**config.mk**
```make
export PLATFORM = sky130hd
export DESIGN_NAME = npcs_dist
export DESIGN_NICKNAME = d
export VERILOG_FILES = /design/src/rtl/npcs_pkg.sv /design/src/rtl/npcs_dist.sv
export SDC_FILE = /design/constraint.sdc
export NUM_CORES = 1
export LEC_CHECK = 0
export BUFFER_PORTS_ARGS = -buffer_cell sky130_fd_sc_hd__buf_2
export CAP_MARGIN = 15
export CORE_ASPECT_RATIO = 0.7
export CORE_MARGIN = 5
export CORE_UTILIZATION = 54
export CTS_CLUSTER_SIZE = 16
export DETAILED_ROUTE_END_ITERATION = 7
export PLACE_DENSITY = 0.84
export SLEW_MARGIN = 5
export SYNTH_ARGS = -nofsm -noshare
export SYNTH_HDL_FRONTEND = slang
export SYNTH_SLANG_ARGS = --single-unit
```
**constraint.sdc**
```tcl
create_clock -name clk -period 2.9 [get_ports clk]
set_input_delay 0.435 -clock clk [delete_from_list [all_inputs] [get_ports clk]]
set_output_delay 0.435 -clock clk [all_outputs]
set_load 0.005 [all_outputs]
```
**src/rtl/npcs_pkg.sv**
```systemverilog
package npcs_pkg;

	// Default palette depth.
	localparam int PALETTE_ENTRIES_DEF = 256;

	// Width of one squared distance: 3 * 255 * 255 fits in 18 bits.
	localparam int DIST_W = 18;

	// Starting best distance, larger than any real distance.
	localparam logic [DIST_W-1:0] DIST_INIT = '1;

	// Request function codes.
	localparam logic FUNC_WRITE = 1'b0;
	localparam logic FUNC_QUERY = 1'b1;

	// One palette color, red in the top byte.
	typedef struct packed {
		logic [7:0] r;
		logic [7:0] g;
		logic [7:0] b;
	} color_t;

	// Tag that travels with one entry through the scan pipeline.
	typedef struct packed {
		logic       vld;
		logic       last;
		logic [7:0] idx;
	} scan_tag_t;

	// Sequencer states.
	typedef enum logic [3:0] {
		ST_IDLE  = 4'b0001,
		ST_SCAN  = 4'b0010,
		ST_DRAIN = 4'b0100,
		ST_DONE  = 4'b1000
	} state_t;

endpackage

```
**src/rtl/npcs_dist.sv**
```systemverilog
module npcs_dist
	import npcs_pkg::*;
(
	input  logic              clk,
	input  logic              arst_n,
	input  color_t            tgt,
	input  color_t            ent,
	input  scan_tag_t         tag_in,
	output logic [DIST_W-1:0] sq_sum,
	output scan_tag_t         tag_out
);

	logic [7:0]  dr, dg, db;
	logic [15:0] sq_r_s2, sq_g_s2, sq_b_s2;
	scan_tag_t   tag_s2;

	// Absolute channel differences.
	assign dr = (ent.r >= tgt.r) ? (ent.r - tgt.r) : (tgt.r - ent.r);
	assign dg = (ent.g >= tgt.g) ? (ent.g - tgt.g) : (tgt.g - ent.g);
	assign db = (ent.b >= tgt.b) ? (ent.b - tgt.b) : (tgt.b - ent.b);

	// Squares are registered before the sum.
	always_ff @(posedge clk) begin
		sq_r_s2 <= 16'(dr) * 16'(dr);
		sq_g_s2 <= 16'(dg) * 16'(dg);
		sq_b_s2 <= 16'(db) * 16'(db);
	end

	always_ff @(posedge clk or negedge arst_n) begin
		if (!arst_n) begin
			tag_s2 <= '0;
		end else begin
			tag_s2 <= tag_in;
		end
	end

	// Sum of the three squares goes straight to the compare.
	assign sq_sum  = DIST_W'(sq_r_s2) + DIST_W'(sq_g_s2) + DIST_W'(sq_b_s2);
	assign tag_out = tag_s2;

endmodule

```
==> flow_summary.json, run 1 <==
{
  "hpwlAfterDp_um": 20700,
  "syn_avg_cell_area_um2": 8.91,
  "die_width_um": 166,
  "synth_sequential_area_ratio_pct": 12.6,
  "clockBufferDepth": 2,
  "synth_flop_cell": "dfxtp_1",
  "ios": 88,
  "yosys.area.top_type_share_pct": 21.2,
  "htree_levels": 2,
  "cts.sinks": 55,
  "synth_seq_cells": 55,
  "outcome": "stopped before the end",
  "synth_edf_count": 0,
  "cts_made_buffers": 5,
  "grt_use_total_pct": 78.7,
  "start_util_pct": 55.5,
  "grt_overflow_total": 9,
  "grt_worst_setup_endpoint": "sq_g_s2[13]$_DFF_P_/D",
  "pre_cts_ws_ps": -3390,
  "syn_area_um2": 9150,
  "ys_warn_count": 0,
  "netlist_instances": 1027,
  "antenna_found_initial": 7,
  "synthDistinctLibCells": 69,
  "yosys.area.top_type": "fa_1",
  "grt_max_degree": 20,
  "fp-row-count": 39,
  "numPortBuffers": 87,
  "yosysMostFrequentCell": "inv_1",
  "worst_endpoint_kind": "register input",
  "place_congestion": 0.934,
  "synth_common_cells": "inv_1, ha_1, nor2_1, fa_1, a21oi_1",
  "stop_stage": "5_1_grt",
  "error": "[ERROR GRT-0232] Routing congestion too high. Check the congestion heatmap in the GUI.",
  "fp.dieH_um": 119,
  "synthTopCellsByArea": "fa_1, ha_1, dfxtp_1",
  "cts-root-buf": "clkbuf_16",
  "synth_async_sr_flop_share_pct": 18.2,
  "placed_area_um2": 12300
}
==> per-layer routing <==
metal | GRT overflow | track usage (%)
met1 | 0 | 80.3
met2 | 3 | 84.4
met3 | 2 | 75.9
met4 | 4 | 73.8
met5 | 0 | 47.7
==> logic make-up after synthesis <==
group,count (synthesis),synth area share (%)
fa+ha+maj,246,41.6
buf+inv,230,9.90
simple gates,221,11.9
compound gates,178,13.8
xor+xnor,73,7.65
flops,55,12.6
mux,23,2.54
other cells,1,0.0410
==> through the flow <==
step                      TNS, ps  cells  hold WS (ps)  util (%)
after floorplan            -78750   1029           139         -
after global placement     -95500   1588           294      74.8
after detailed placement  -102370   1588           296      74.8
after CTS                  -87010   1653           229      84.3
==> what timing repair did <==
action                                  4_1_cts
pin swaps                                   134
setup buffers                                59
cloned                                        0
hold endpoints to repair                     10
gates resized for setup                     201
hold buffers                                  1
endpoints found under the setup margin       49
==> run 2, diff against run 1 <==
Settings changed: CORE_ASPECT_RATIO 0.7 to unset, CORE_UTILIZATION 54 to 39, CTS_CLUSTER_SIZE 16 to unset, PLACE_DENSITY 0.84 to unset, PLACE_DENSITY_LB_ADDON set to 0.15.
Clock period 2.9 ns to 3.8 ns, I/O delays scaled along.
==> flow_summary.json, run 2 <==
{
  "crit_slowest_cell": "fa_1",
  "cts_made_buffers": 5,
  "critical_path_class": "in2reg",
  "hold_viol": 0,
  "ys_warn_count": 0,
  "mostFrequentLayoutCell": "buf_4",
  "avgRoutedWirePerCell_um": 12.3,
  "crit_path_end_kind": "flip-flop",
  "fp.dieH_um": 163,
  "avgViaCountPerCell": 4.62,
  "fillerInstances": 2002,
  "grt_max_degree": 20,
  "fmax_mhz": 171,
  "yosysMostFrequentCell": "inv_1",
  "fp-row-count": 56,
  "worst-endpoint-required_ps": 3990,
  "numPortBuffers": 87,
  "slowest_delay_ps": 560,
  "cp_max_fo": 4,
  "dieArea_um2": 26600,
  "cts_tree": "yes",
  "htree_levels": 2,
  "wl_met2_um": 10700,
  "antenna_found_initial": 0,
  "fin_crit_sh_pct": 154,
  "netlist_instances": 1027,
  "outcome": "complete, but fails checks",
  "synth_flop_cell": "dfxtp_1",
  "synthTopCellsByArea": "fa_1, ha_1, dfxtp_1",
  "drt-pass1-iter-count": 4,
  "violations": "negative setup slack",
  "syn_area_um2": 9150,
  "fin_setup_tns_ps": -55780,
  "maxUsedRoutingLayer": "met4",
  "grt_use_total_pct": 16.9,
  "final_cell_mix": "buf_4, inv_1, ha_1",
  "syn_avg_cell_area_um2": 8.91,
  "slew_violations": 0,
  "drive_gt1_share_pct": 48.4,
  "arrival_ps": 6050,
  "hold_path.class": "in2async",
  "met3_length_um": 614,
  "synth_async_sr_flop_share_pct": 18.2,
  "hpwlAfterDp_um": 17400,
  "synth_edf_count": 0,
  "place_congestion": 0.837,
  "finalCriticalPeriod_ps": 5850,
  "drt_wl_total_um": 21600,
  "rsz0062_at_grt": "yes",
  "drc": 0,
  "yosys.area.top_type": "fa_1",
  "synth_seq_cells": 55,
  "grt_first_pass_wirelength_um": 38000,
  "cp-start-kind": "input port",
  "coreArea_um2": 23300,
  "critPathTopFamily": "adder cells",
  "grt_pass1_vias": 8552,
  "clk_pin_slew_ps": 80,
  "antenna_left": 0,
  "met1_length_um": 10100,
  "cts-root-buf": "clkbuf_16",
  "nets": 1745,
  "final.setup.worst_slack_ps": -2050,
  "clockBufferDepth": 2,
  "start_util_pct": 39.3,
  "synth_common_cells": "inv_1, ha_1, nor2_1, fa_1, a21oi_1",
  "first_iter_violations": 269,
  "ios": 88,
  "crit_buf_inv": 8,
  "num_antenna_cells": 0,
  "yosys.area.top_type_share_pct": 21.2,
  "reg_top3": "sq_b_s2 (15), sq_g_s2 (15), sq_r_s2 (15)",
  "grt_overflow_total": 0,
  "area_growth_pct": 56.1,
  "die_width_um": 163,
  "cap_violations": 0,
  "setup_viol": 36,
  "synth_sequential_area_ratio_pct": 12.6,
  "cts.sinks": 55,
  "ctsHoldBuffers": 0,
  "vias": 8134,
  "synthDistinctLibCells": 69
}
==> run 2: cell counts after synthesis <==
Identical to the previous run, type by type.
==> run 2: cell families after synthesis <==
family,synth area share (%)
adder cells (fa/ha/maj),41.6
AND/OR/NAND/NOR,11.9
XOR/XNOR,7.65
other,0.0410
AO/OA/AOI/OAI,13.8
flip-flops,12.6
buffers and inverters,9.90
multiplexers,2.54
==> run 2: worst paths after layout <==
kind                           start          end  slack (ps)  cells after the start
max                           ent[0]  sq_b_s2[13]       -2050                     25
min                           arst_n   tag_out[4]         110                      1
max in group asynchronous     arst_n   tag_out[0]        3510                      1
min in group clk           tag_in[8]   tag_out[8]         370                      1
==> run 2: final cells by class <==
cell class	instances	area [um^2]	area share [%]
clock inverter	3	27.5	0.193
tap	319	399	2.79
timing repair buffer	419	3220	22.5
inverter	213	847	5.93
multi-input combinational	745	8520	59.6
sequential	55	1150	8.06
clock buffer	5	125	0.876
==> run 2: metrics by stage <==
stage	hold slack, ps	utilization [%]	area, um^2	worst slack, ps	instances
3_3_place_gp	431	53.3	12400	-2450	1678
6_report	107	61.4	14300	-2050	1759
4_1_cts	110	58.6	13600	-2000	1726
5_1_grt	109	61.4	14300	-2240	1759
2_1_floorplan	274	-	9710	-2100	1029
3_5_place_dp	434	53.3	12400	-2490	1678
==> run 2: metal layers <==
layer | GRT usage (%) | up-vias
met2 | 29.8 | 101
met1 | 23.1 | 3864
met5 | 0 | -
li1 | - | 4147
met3 | 1.92 | 22
met4 | 1.75 | 0
==> run 2: what timing repair did <==
action	4_1_cts	5_1_grt
gates cloned	1	0
setup endpoints to repair	38	39
pin swaps	124	92
setup buffers	45	39
gates resized for setup	167	92
Power of run 2 is not shown: default switching activity piles up to over one toggle a cycle in this logic, so the estimate is an artifact.
==> run 3, diff against run 2 <==
Settings changed: PLACE_DENSITY_LB_ADDON 0.15 to unset, REMOVE_ABC_BUFFERS set to 1.
Clock period 3.8 ns to 5.8 ns, I/O delays scaled along.
==> flow_summary.json, run 3 (synthesized netlist as in run 2, its figures left out) <==
{
  "final.setup.worst_slack_ps": -397,
  "cp_max_fo": 6,
  "cts-root-buf": "clkbuf_16",
  "start_util_pct": 39.3,
  "setup_viol": 18,
  "area_growth_pct": 49.2,
  "hold_path.class": "in2async",
  "grt_max_degree": 16,
  "hold_viol": 0,
  "cts_made_buffers": 5,
  "cap_violations": 0,
  "drive_gt1_share_pct": 44.3,
  "slowest_delay_ps": 550,
  "final_cell_mix": "buf_4, inv_1, ha_1",
  "avgRoutedWirePerCell_um": 12.6,
  "crit_slowest_cell": "fa_1",
  "slew_violations": 0,
  "ctsHoldBuffers": 0,
  "coreArea_um2": 23300,
  "fp.dieH_um": 163,
  "nets": 1726,
  "rsz0062_at_grt": "yes",
  "antenna_left": 0,
  "hpwlAfterDp_um": 17400,
  "worstPathCellList": "buf_8, inv_4, ha_4, inv_4, fa_2, a21o_1, a211oi_4, o221ai_4, buf_6, mux2i_4, xnor2_2, or2_4, fa_1, inv_2, fa_1, inv_2, fa_1, fa_1, inv_2, ha_4, a2111o_1, a31o_2, a21oi_2, xnor2_1",
  "drc": 0,
  "grt_pass1_vias": 8472,
  "grt_first_pass_wirelength_um": 37400,
  "dp.cells": 1662,
  "place_congestion": 0.836,
  "fmax_mhz": 161,
  "grt_overflow_total": 0,
  "first_iter_violations": 217,
  "fin_crit_sh_pct": 107,
  "avgViaCountPerCell": 4.65,
  "finalCriticalPeriod_ps": 6200,
  "crit_path_end_kind": "flip-flop",
  "cts_tree": "yes",
  "reg_top3": "sq_b_s2 (15), sq_g_s2 (15), sq_r_s2 (15)",
  "worst_slew_margin_rel_pct": 31.4,
  "vias": 8099,
  "fp-row-count": 56,
  "dieArea_um2": 26600,
  "outcome": "complete, but fails checks",
  "cp-start-kind": "input port",
  "critical_path_class": "in2reg",
  "clk_pin_slew_ps": 70,
  "violations": "negative setup slack",
  "cts.sinks": 55,
  "num_antenna_cells": 0,
  "numPortBuffers": 87,
  "mostFrequentLayoutCell": "buf_4",
  "clockBufferDepth": 2,
  "layoutNonFillerInstCount": 1740,
  "worst-endpoint-required_ps": 6010,
  "htree_levels": 2,
  "drt_wl_total_um": 21900,
  "tightest_slew_ps": 1000,
  "grt_use_total_pct": 16.5,
  "cpMostUsedCell": "fa_1",
  "ios": 88,
  "antenna_found_initial": 0,
  "drt-pass1-iter-count": 4,
  "die_width_um": 163,
  "arrival_ps": 6410
}
==> run 3: path summary, 6_finish.rpt <==
kind,start,to,slack (ps)
setup / recovery,ent[8],sq_g_s2[13],-400
hold / removal,arst_n,tag_out[1],420
max in group asynchronous,arst_n,tag_out[8],5200
min in group clk,tag_in[5],tag_out[5],680
==> run 3: critical path, delay by kind of cell <==
family	cells	cell delay (ps)
adder cells (fa/ha/maj)	7	2730
multiplexers	1	180
AO/OA/AOI/OAI	6	1540
AND/OR/NAND/NOR	1	280
XOR/XNOR	2	320
buffers and inverters	7	490
==> run 3: metal layers <==
metal / share of wire [%] / vias to the layer above / global-route usage [%]
met5: 0 / - / 0
met2: 53 / 94 / 31.0
met3: 2.9 / 14 / 1.72
li1: - / 4111 / -
met1: 43 / 3880 / 20.9
met4: 0.95 / 0 / 2.13
==> run 3: layout make-up <==
class                      instances  area [um^2]
tap                              319          399
fill                            2026         9620
inverter                         213          812
timing repair buffer             401         2990
clock inverter                     1         5.00
clock buffer                       7          133
sequential                        55         1150
multi-input combinational        744         8150
==> run 3: through the flow <==
step	setup TNS, ps	util (%)	setup WS [ps]	hold slack [ps]	instance area, um^2
floorplan	-8840	-	-785	574	9050
global placement	-15000	50.4	-936	730	11700
detailed placement	-17350	50.4	-1070	738	11700
CTS	-2340	55.9	-296	425	13000
global route	-7630	58.7	-616	427	13600
finish	-3200	58.7	-397	420	13600
==> run 3: repair_timing <==
| action | CTS | global route |
|---|---|---|
| pin swaps | 125 | 116 |
| buffers inserted | 41 | 31 |
| resized for setup | 173 | 109 |
| setup endpoints to repair | 23 | 23 |
Power of run 3 is left out for the same reason.
