`config.mk`:
```
export PLATFORM = sky130hd
export DESIGN_NAME = npcs_seq
export DESIGN_NICKNAME = d
export VERILOG_FILES = /design/src/rtl/npcs_pkg.sv /design/src/rtl/npcs_seq.sv
export SDC_FILE = /design/constraint.sdc
export NUM_CORES = 1
export LEC_CHECK = 0
export BUFFER_PORTS_ARGS = -buffer_cell sky130_fd_sc_hd__buf_2
export CORE_UTILIZATION = 50
export CTS_CLUSTER_SIZE = 25
export DETAILED_ROUTE_END_ITERATION = 6
export GPL_TIMING_DRIVEN = 0
export PLACE_DENSITY = 0.89
export RECOVER_POWER = 100
export SLEW_MARGIN = 20
export SYNTH_ARGS = -nofsm -noshare
export SYNTH_HDL_FRONTEND = slang
export SYNTH_SLANG_ARGS = --single-unit
export TNS_END_PERCENT = 100
```
`constraint.sdc`:
```
create_clock -name clk -period 3.2 [get_ports clk]
set_clock_uncertainty 0.2 [all_clocks]
set_input_delay 0.16 -clock clk [delete_from_list [all_inputs] [get_ports clk]]
set_output_delay 0.16 -clock clk [all_outputs]
set_load 0.1 [all_outputs]
```
`src/rtl/npcs_pkg.sv`:
```
package npcs_pkg;

	// Default palette depth.
	localparam int PALETTE_ENTRIES_DEF = 256;

	// Width of one squared distance: 3 * 255 * 255 fits in 18 bits.
	localparam int DIST_W = 18;

	// Starting best distance, larger than any real distance.
	localparam logic [DIST_W-1:0] DIST_INIT = '1;

	// Request function codes.
	localparam logic FUNC_WRITE = 1'b0;
	localparam logic FUNC_QUERY = 1'b1;

	// One palette color, red in the top byte.
	typedef struct packed {
		logic [7:0] r;
		logic [7:0] g;
		logic [7:0] b;
	} color_t;

	// Tag that travels with one entry through the scan pipeline.
	typedef struct packed {
		logic       vld;
		logic       last;
		logic [7:0] idx;
	} scan_tag_t;

	// Sequencer states.
	typedef enum logic [3:0] {
		ST_IDLE  = 4'b0001,
		ST_SCAN  = 4'b0010,
		ST_DRAIN = 4'b0100,
		ST_DONE  = 4'b1000
	} state_t;

endpackage

```
`src/rtl/npcs_seq.sv`:
```
module npcs_seq
	import npcs_pkg::*;
#(
	parameter int PALETTE_ENTRIES = PALETTE_ENTRIES_DEF,
	parameter int IDX_W           = $clog2(PALETTE_ENTRIES)
) (
	input  logic              clk,
	input  logic              arst_n,
	input  logic              in_valid,
	output logic              in_ready,
	input  logic              func,
	input  logic [7:0]        entry_index,
	input  color_t            in_color,
	output logic              wr_en,
	output logic              rd_en,
	output logic [IDX_W-1:0]  rd_addr,
	output color_t            tgt,
	output scan_tag_t         tag_s1,
	input  logic [DIST_W-1:0] sq_sum,
	input  scan_tag_t         dist_tag,
	output logic              out_valid,
	input  logic              out_ready,
	output logic [7:0]        best_index
);

	localparam logic [7:0] LAST_IDX = 8'(PALETTE_ENTRIES - 1);

	state_t            state_q;
	logic [7:0]        cnt_q;
	color_t            tgt_q;
	logic [DIST_W-1:0] best_dist_q;
	logic [7:0]        best_idx_q;
	logic              out_valid_q;
	logic              accept;
	logic              issue_last;

	assign in_ready   = (state_q == ST_IDLE);
	assign accept     = in_valid && in_ready;
	assign wr_en      = accept && (func == FUNC_WRITE)
	                    && ({1'b0, entry_index} < 9'(PALETTE_ENTRIES));
	assign rd_en      = (state_q == ST_SCAN);
	assign rd_addr    = cnt_q[IDX_W-1:0];
	assign issue_last = (cnt_q == LAST_IDX);
	assign tgt        = tgt_q;
	assign out_valid  = out_valid_q;
	assign best_index = best_idx_q;

	// Target color is held for the whole scan.
	always_ff @(posedge clk) begin
		if (accept && (func == FUNC_QUERY)) begin
			tgt_q <= in_color;
		end
	end

	// Scan sequencer and running minimum.
	always_ff @(posedge clk or negedge arst_n) begin
		if (!arst_n) begin
			state_q     <= ST_IDLE;
			cnt_q       <= '0;
			best_dist_q <= DIST_INIT;
			best_idx_q  <= 8'd1;
			out_valid_q <= 1'b0;
			tag_s1      <= '0;
		end else begin
			tag_s1 <= '0;
			if (dist_tag.vld && (sq_sum < best_dist_q)) begin
				best_dist_q <= sq_sum;
				best_idx_q  <= dist_tag.idx;
			end
			case (state_q)
				ST_IDLE: begin
					if (accept && (func == FUNC_QUERY)) begin
						cnt_q       <= 8'd1;
						best_dist_q <= DIST_INIT;
						best_idx_q  <= 8'd1;
						state_q     <= ST_SCAN;
					end
				end
				ST_SCAN: begin
					tag_s1 <= '{vld: 1'b1, last: issue_last, idx: cnt_q};
					cnt_q  <= cnt_q + 8'd1;
					if (issue_last) begin
						state_q <= ST_DRAIN;
					end
				end
				ST_DRAIN: begin
					if (dist_tag.vld && dist_tag.last) begin
						out_valid_q <= 1'b1;
						state_q     <= ST_DONE;
					end
				end
				ST_DONE: begin
					if (out_ready) begin
						out_valid_q <= 1'b0;
						state_q     <= ST_IDLE;
					end
				end
				default: begin
					state_q     <= ST_IDLE;
					out_valid_q <= 1'b0;
				end
			endcase
		end
	end

	// A new request is never taken while a result waits.
	assert property (@(posedge clk) disable iff (!arst_n)
		!(in_ready && out_valid))
		else $error("request accepted while result pending");

	// Distances only arrive during a scan or its drain.
	assert property (@(posedge clk) disable iff (!arst_n)
		dist_tag.vld |-> (state_q == ST_SCAN || state_q == ST_DRAIN))
		else $error("distance outside of a scan");

	// The result never points at the transparent entry or past the palette.
	assert property (@(posedge clk) disable iff (!arst_n)
		out_valid |-> (best_idx_q != 8'd0 && best_idx_q <= LAST_IDX))
		else $error("best index out of range");

	// A result appears only after the last entry has been compared.
	assert property (@(posedge clk) disable iff (!arst_n)
		$rose(out_valid) |-> $past(dist_tag.vld && dist_tag.last))
		else $error("result before scan completed");

endmodule

```
==> results of run 1 <==
## registers in the layout, indices dropped and copies added (netlist names)
signal and flops:
rd_addr 8, out_valid 1, tag_s1 10, best_index 8, best_dist_q 18, state_q 4
tgt 24
## power breakdown
part	internal (mW)	total [mW]	switching (mW)
Combinational	0.496	1.99	1.50
Clock	0.413	0.771	0.358
Sequential	1.30	1.45	0.156
## cell usage in the layout (no fill, tap or decap), drive strengths merged
cell | Yosys | final
o21ai | 18 | 18
o311ai | 1 | 1
dlygate4sd3 | 0 | 55
nor3b | 2 | 2
bufinv | 0 | 1
dfrtp | 29 | 29
nand3 | 4 | 4
clkbuf | 2 | 71
nand2 | 31 | 31
edfxtp | 24 | 24
nor4 | 2 | 2
inv | 19 | 20
nor4b | 2 | 2
a31oi | 2 | 2
a41oi | 1 | 1
and3b | 1 | 1
xnor2 | 1 | 1
nand2b | 1 | 1
a21o | 2 | 2
a21oi | 5 | 5
mux2i | 26 | 26
and3 | 3 | 3
buf | 7 | 59
dfstp | 20 | 20
ha | 18 | 18
nor2 | 49 | 49
a211oi | 2 | 2
nand4 | 7 | 7
nor2b | 1 | 1
o31ai | 1 | 1
clkinv | 1 | 4
and2 | 8 | 8
nand3b | 1 | 1
nor3 | 1 | 1
## routing by layer
| metal | up-vias | global-route usage [%] | wire length, um |
|---|---|---|---|
| met5 | - | 0 | 0 |
| met4 | 0 | 11.0 | 187 |
| met3 | 19 | 5.04 | 608 |
| met2 | 137 | 47.6 | 4530 |
| met1 | 1372 | 30.6 | 3530 |
| li1 | 1359 | - | - |
## cell usage after synthesis, types with 2 or more instances
master    instances
mux2i_1          26
a21o_1            2
buf_2             4
nand3_1           3
nor3b_1           2
ha_1             18
a21oi_1           5
o21ai_1           5
dfrtp_1          29
a31oi_1           2
nand4_1           7
clkbuf_1          2
nor4_1            2
and3_1            3
buf_12            2
nor2_1           49
and2_1            8
nand2_1          31
dfstp_2          20
o21ai_0          13
inv_1            18
edfxtp_1         24
## cells by family after synthesis
kind of cell	Yosys count	synth area share, %
buffers and inverters	29	4.59
multiplexers	26	7.77
AO/OA/AOI/OAI	32	5.60
adder cells (fa/ha/maj)	18	6.72
flip-flops	73	58.8
XOR/XNOR	1	0.261
AND/OR/NAND/NOR	113	16.2
## worst register-to-register path, stage by stage, from the launching register on
cell	delay, ps
dfstp_1	600
nor4b_2	480
nand3_2	280
inv_2	160
clkbuf_2	620
nor2_1	170
mux2i_1	190
## area by class of cell
class	count	area, um2
sequential	73	1970
fill	476	1740
multi-input combinational	190	1210
timing repair buffer	165	1030
clock buffer	11	153
tap	77	96.3
buffer	9	78.8
inverter	20	75.1
clock inverter	5	62.6
## how the worst max path moves through the flow
stage                         startpoint              end  slack [ps]  cells past startpoint
after global routing          state_q[0]  best_dist_q[14]         220                      6
after detailed placement  best_dist_q[3]    best_index[5]         650                     10
after floorplan               state_q[0]           tgt[0]          70                      4
after CTS                     state_q[2]            rd_en         530                      5
after global placement    best_dist_q[3]   best_dist_q[7]         710                     10
final                         state_q[0]            wr_en         320                      3
## repair_timing
action                                  in CTS  in global routing
endpoints found under the setup margin       0                  0
hold buffers                                55                  0
endpoints found under the hold margin       82                  0
==> impl_metrics.ini, run 1 <==
[worst_setup_path]
slowest_delay_ps = 860
endpoint_kind = output pin
crit_fanout = 5
timing.rr.start = state_q[0]
arrival_ps = 2520
crit_family = buffers and inverters
timing.rr.end = best_dist_q[14]
r2r_cells = 6
critPathBufInv = 1
cp-start-kind = flop
r2r_slack_ps = 440
worstPathRequired_ps = 2840
slowest_stage = clkbuf_1
crit_type = flop to output pin
crit_chain = nor4b_2 -> and3b_1 -> clkbuf_1

[timing]
min_period_ps = 2880
layout_setup_ws_ps = 318
rsz0062_at_grt = no
relSlewSlack_pct = 17.9
worst_slew_pin_slew_ps = 1230
max_freq_ghz = 0.347
final-hold-violation-count = 0
drv_slew = 0
final.period_utilization_pct = 90.1
worst_hold_slack_ps = 20.4
setup_viol = 0
setup_tns_ps = 0

[layout]
stdcell_area_um2 = 4680
layout-drive-gt1-share_pct = 20.9
nNetsFinal = 551
layout.cells.non_filler = 550
num_antenna_cells = 0
utilization_pct = 72.9
area_growth_pct = 39.7

[logic_synthesis]
netlist_area_um2 = 3350
yosys.area.top_type = dfrtp_1
synthFlopType = dfrtp_1
synth-seq-area-share_pct = 58.8
ys_ff_latch = 73
yosysTopAreaCellShare_pct = 21.7
syn_avg_cell_area_um2 = 11.5
syn_inst = 292
synth-edff-count = 24
yosys_warnings = 0
synth.distinct_cells = 39
syn-num-nets = 375
async_flop_share_pct = 67.1
synth.top_cells.by_area = dfrtp_1, edfxtp_1, dfstp_2

[hold_path]
hold_end = state_q[2]
hold_class = input pin to flop
hold_path_depth = 4
holdCritStartpoint = dist_tag[9]

[grt]
track_usage_pct = 26.4
grt_max_degree = 50
overflow = 0
grt_pass1_vias = 3014
antenna_found_initial = 0
grt_pass1_wl_um = 14300

[clock_network]
cts_tree = done
clock_latency_ps = 350
postCtsSetupRepairBufs = 0
path_clk_slew_ps = 80
root_buffer = clkbuf_8
cts_buffers = 9
htreeDepth = 3
post_cts_resized = 0
cts_sinks = 73
clk_path_buf_depth = 2

[routing]
wire_per_inst_um = 16.1
vias = 2887
routed_wirelength_um = 8850
first_pass_iters = 6
avgViaCountPerCell = 5.25
drt_drc_violations_left = 30
dr.first_iter.drc_count = 174
ant_nets = 0

[floorplan]
die_w_um = 83.9
die_h_um = 83.9
pin_count = 119
initial_core_util_pct = 52.2
core_um2 = 6420
die-area_um2 = 7030
placementRows = 29

[run_status]
violations = design-rule violations
outcome = finished, violations left

[placed_design]
hpwl_um = 5130
portBuffers = 110
pre_cts_ws_ps = 654
gp_congestion = 0.806
place_inst = 479
place_area_um2 = 4000

[power]
p_leak_nw = 2.26
power_density_nw_per_um2 = 901
power.total_mw = 4.22
peakVddDrop_uv = 874

[job]
maxCapViolations = 0
No activity file was read; power rests on OpenSTA's default activity.
==> inputs of run 2 (changes only) <==
--- a/config.mk
+++ b/config.mk
@@ -10,7 +10,7 @@
 export CTS_CLUSTER_SIZE = 25
 export DETAILED_ROUTE_END_ITERATION = 6
 export GPL_TIMING_DRIVEN = 0
-export PLACE_DENSITY = 0.89
+export PLACE_DENSITY = 0.8
 export RECOVER_POWER = 100
 export SLEW_MARGIN = 20
 export SYNTH_ARGS = -nofsm -noshare
==> run 2 against run 1 <==
Compared with the run above: the flow still finishes with violations (design-rule violations); sequential power about the same; global-route usage down 1.5 points; register-to-register slack better by 50 ps; non-clock buffer count down 1; first-iteration DRC count up 5.7%; flip-flop and latch count unchanged; final cell count down 0.18%; utilization down 0.31 points; sequential share of layout area up 0.18 points; via count down 3.0%; clock power down 3.2%; routed wire length down 9.1%; critical path type unchanged; critical endpoint unchanged.
==> impl_metrics.ini, run 2 (synthesized netlist as in run 1, its figures left out) <==
[clock_network]
cts_buffers = 9
clock_latency_ps = 350
htreeDepth = 3
cts_sinks = 73
post_cts_resized = 0
cts_tree = done
path_clk_slew_ps = 80
clk_path_buf_depth = 2
postCtsSetupRepairBufs = 0
root_buffer = clkbuf_8

[grt]
met2_usage_pct = 43.1
grt_max_degree = 50
met1_usage_pct = 29.6
grt_pass1_vias = 2837
busiest_layer = met2
track_usage_pct = 24.9
grt_pass1_wl_um = 13400
grt_util_met3_pct = 6.82
antenna_found_initial = 0
overflow = 0

[routing]
routed_wirelength_um = 8050
drt_drc_violations_left = 26
dr.first_iter.drc_count = 184
first_pass_iters = 7
ant_nets = 0
wire_per_inst_um = 14.7
vias = 2800
avgViaCountPerCell = 5.10

[timing]
final.period_utilization_pct = 88.2
drv_slew = 0
min_period_ps = 2820
worst_hold_slack_ps = 19.2
final-hold-violation-count = 0
max_freq_ghz = 0.354
setup_tns_ps = 0
setup_viol = 0
worst_slew_pin_slew_ps = 1200
rsz0062_at_grt = no
relSlewSlack_pct = 20.4

[floorplan]
die_h_um = 83.9
initial_core_util_pct = 52.2
pin_count = 119
placementRows = 29
core_um2 = 6420
die_w_um = 83.9
die-area_um2 = 7030

[placed_design]
hpwl_um = 4900
gp_congestion = 0.870
portBuffers = 110

[power]
power.total_mw = 4.16
pwr-share-seq_pct = 34.7
clockPowerShare_pct = 17.9
p_int_mw = 2.20
p_leak_nw = 2.25
comb_power_share_pct = 47.3
peakVddDrop_uv = 763
power_density_nw_per_um2 = 893
switching_share_pct = 47.3
switching_power_mw = 1.97

[worst_setup_path]
cp-start-kind = flop
r2r_slack_ps = 490
crit_fanout = 5
endpoint_kind = output pin
crit_type = flop to output pin
worstPathRequired_ps = 2840
arrival_ps = 2460

[run_status]
violations = design-rule violations
outcome = finished, violations left

[layout]
fillCellCount = 476
mostFrequentLayoutCell = clkbuf_1
area_growth_pct = 39.1
layout_common_cells = clkbuf_1, buf_2, dlygate4sd3_1
num_antenna_cells = 0
layout-drive-gt1-share_pct = 20.6
largest_register_ffs = 24
nNetsFinal = 550

[job]
maxCapViolations = 0

[hold_path]
hold_class = input pin to flop
run 2: metrics by stage:
step	area, um2	instances	utilization, %	worst slack (ps)
final	4660	549	72.6	378
after global routing	4660	549	72.6	196
after CTS	4740	549	73.9	533
after detailed placement	4000	479	62.2	671
after global placement	4000	479	62.2	701
after floorplan	3350	292	-	72.8
run 2: critical path: stages (launching register included):
cell      delay (ps)
dfstp_1          600
nor4b_2          440
and3b_1          230
clkbuf_1         850
run 2: worst paths after layout:
path / from / cells past startpoint / endpoint
setup / recovery: state_q[0] / 3 / wr_en
hold / removal: dist_tag[8] / 4 / state_q[2]
setup reg to reg: state_q[0] / 6 / best_dist_q[14]
hold reg to reg: out_valid / 2 / out_valid
max in group asynchronous: arst_n / 2 / state_q[2]
min in group asynchronous: arst_n / 2 / tag_s1[5]
run 2: cell type report:
cell class / instances / area (um2) / area share, %
inverter: 20 / 75.1 / 1.61
buffer: 9 / 78.8 / 1.69
clock inverter: 4 / 51.3 / 1.10
sequential: 73 / 1970 / 42.3
timing repair buffer: 164 / 1020 / 21.9
tap: 77 / 96.3 / 2.07
multi-input combinational: 190 / 1210 / 26.0
clock buffer: 12 / 155 / 3.33
run 2: power by group through the flow:
stage / Combinational, mW / Sequential, mW / Clock (mW)
3_5_place_dp: 1.96 / 1.46 / 0
6_report: 1.97 / 1.45 / 0.746
4_1_cts: 2.02 / 1.44 / 0.756
5_1_grt: 2.11 / 1.48 / 0.806
3_3_place_gp: 1.92 / 1.45 / 0
2_1_floorplan: 0.837 / 2.23 / 0
run 2: per-layer routing:
layer	vias up	share of wire [%]
met5	-	0
met4	0	2.4
met3	15	6.1
met2	110	51
met1	1323	41
li1	1352	-
run 2: timing repair:
item                       4_1_cts  5_1_grt
hold buffers                    54        0
hold endpoints to repair        81        0
setup endpoints to repair        0        0
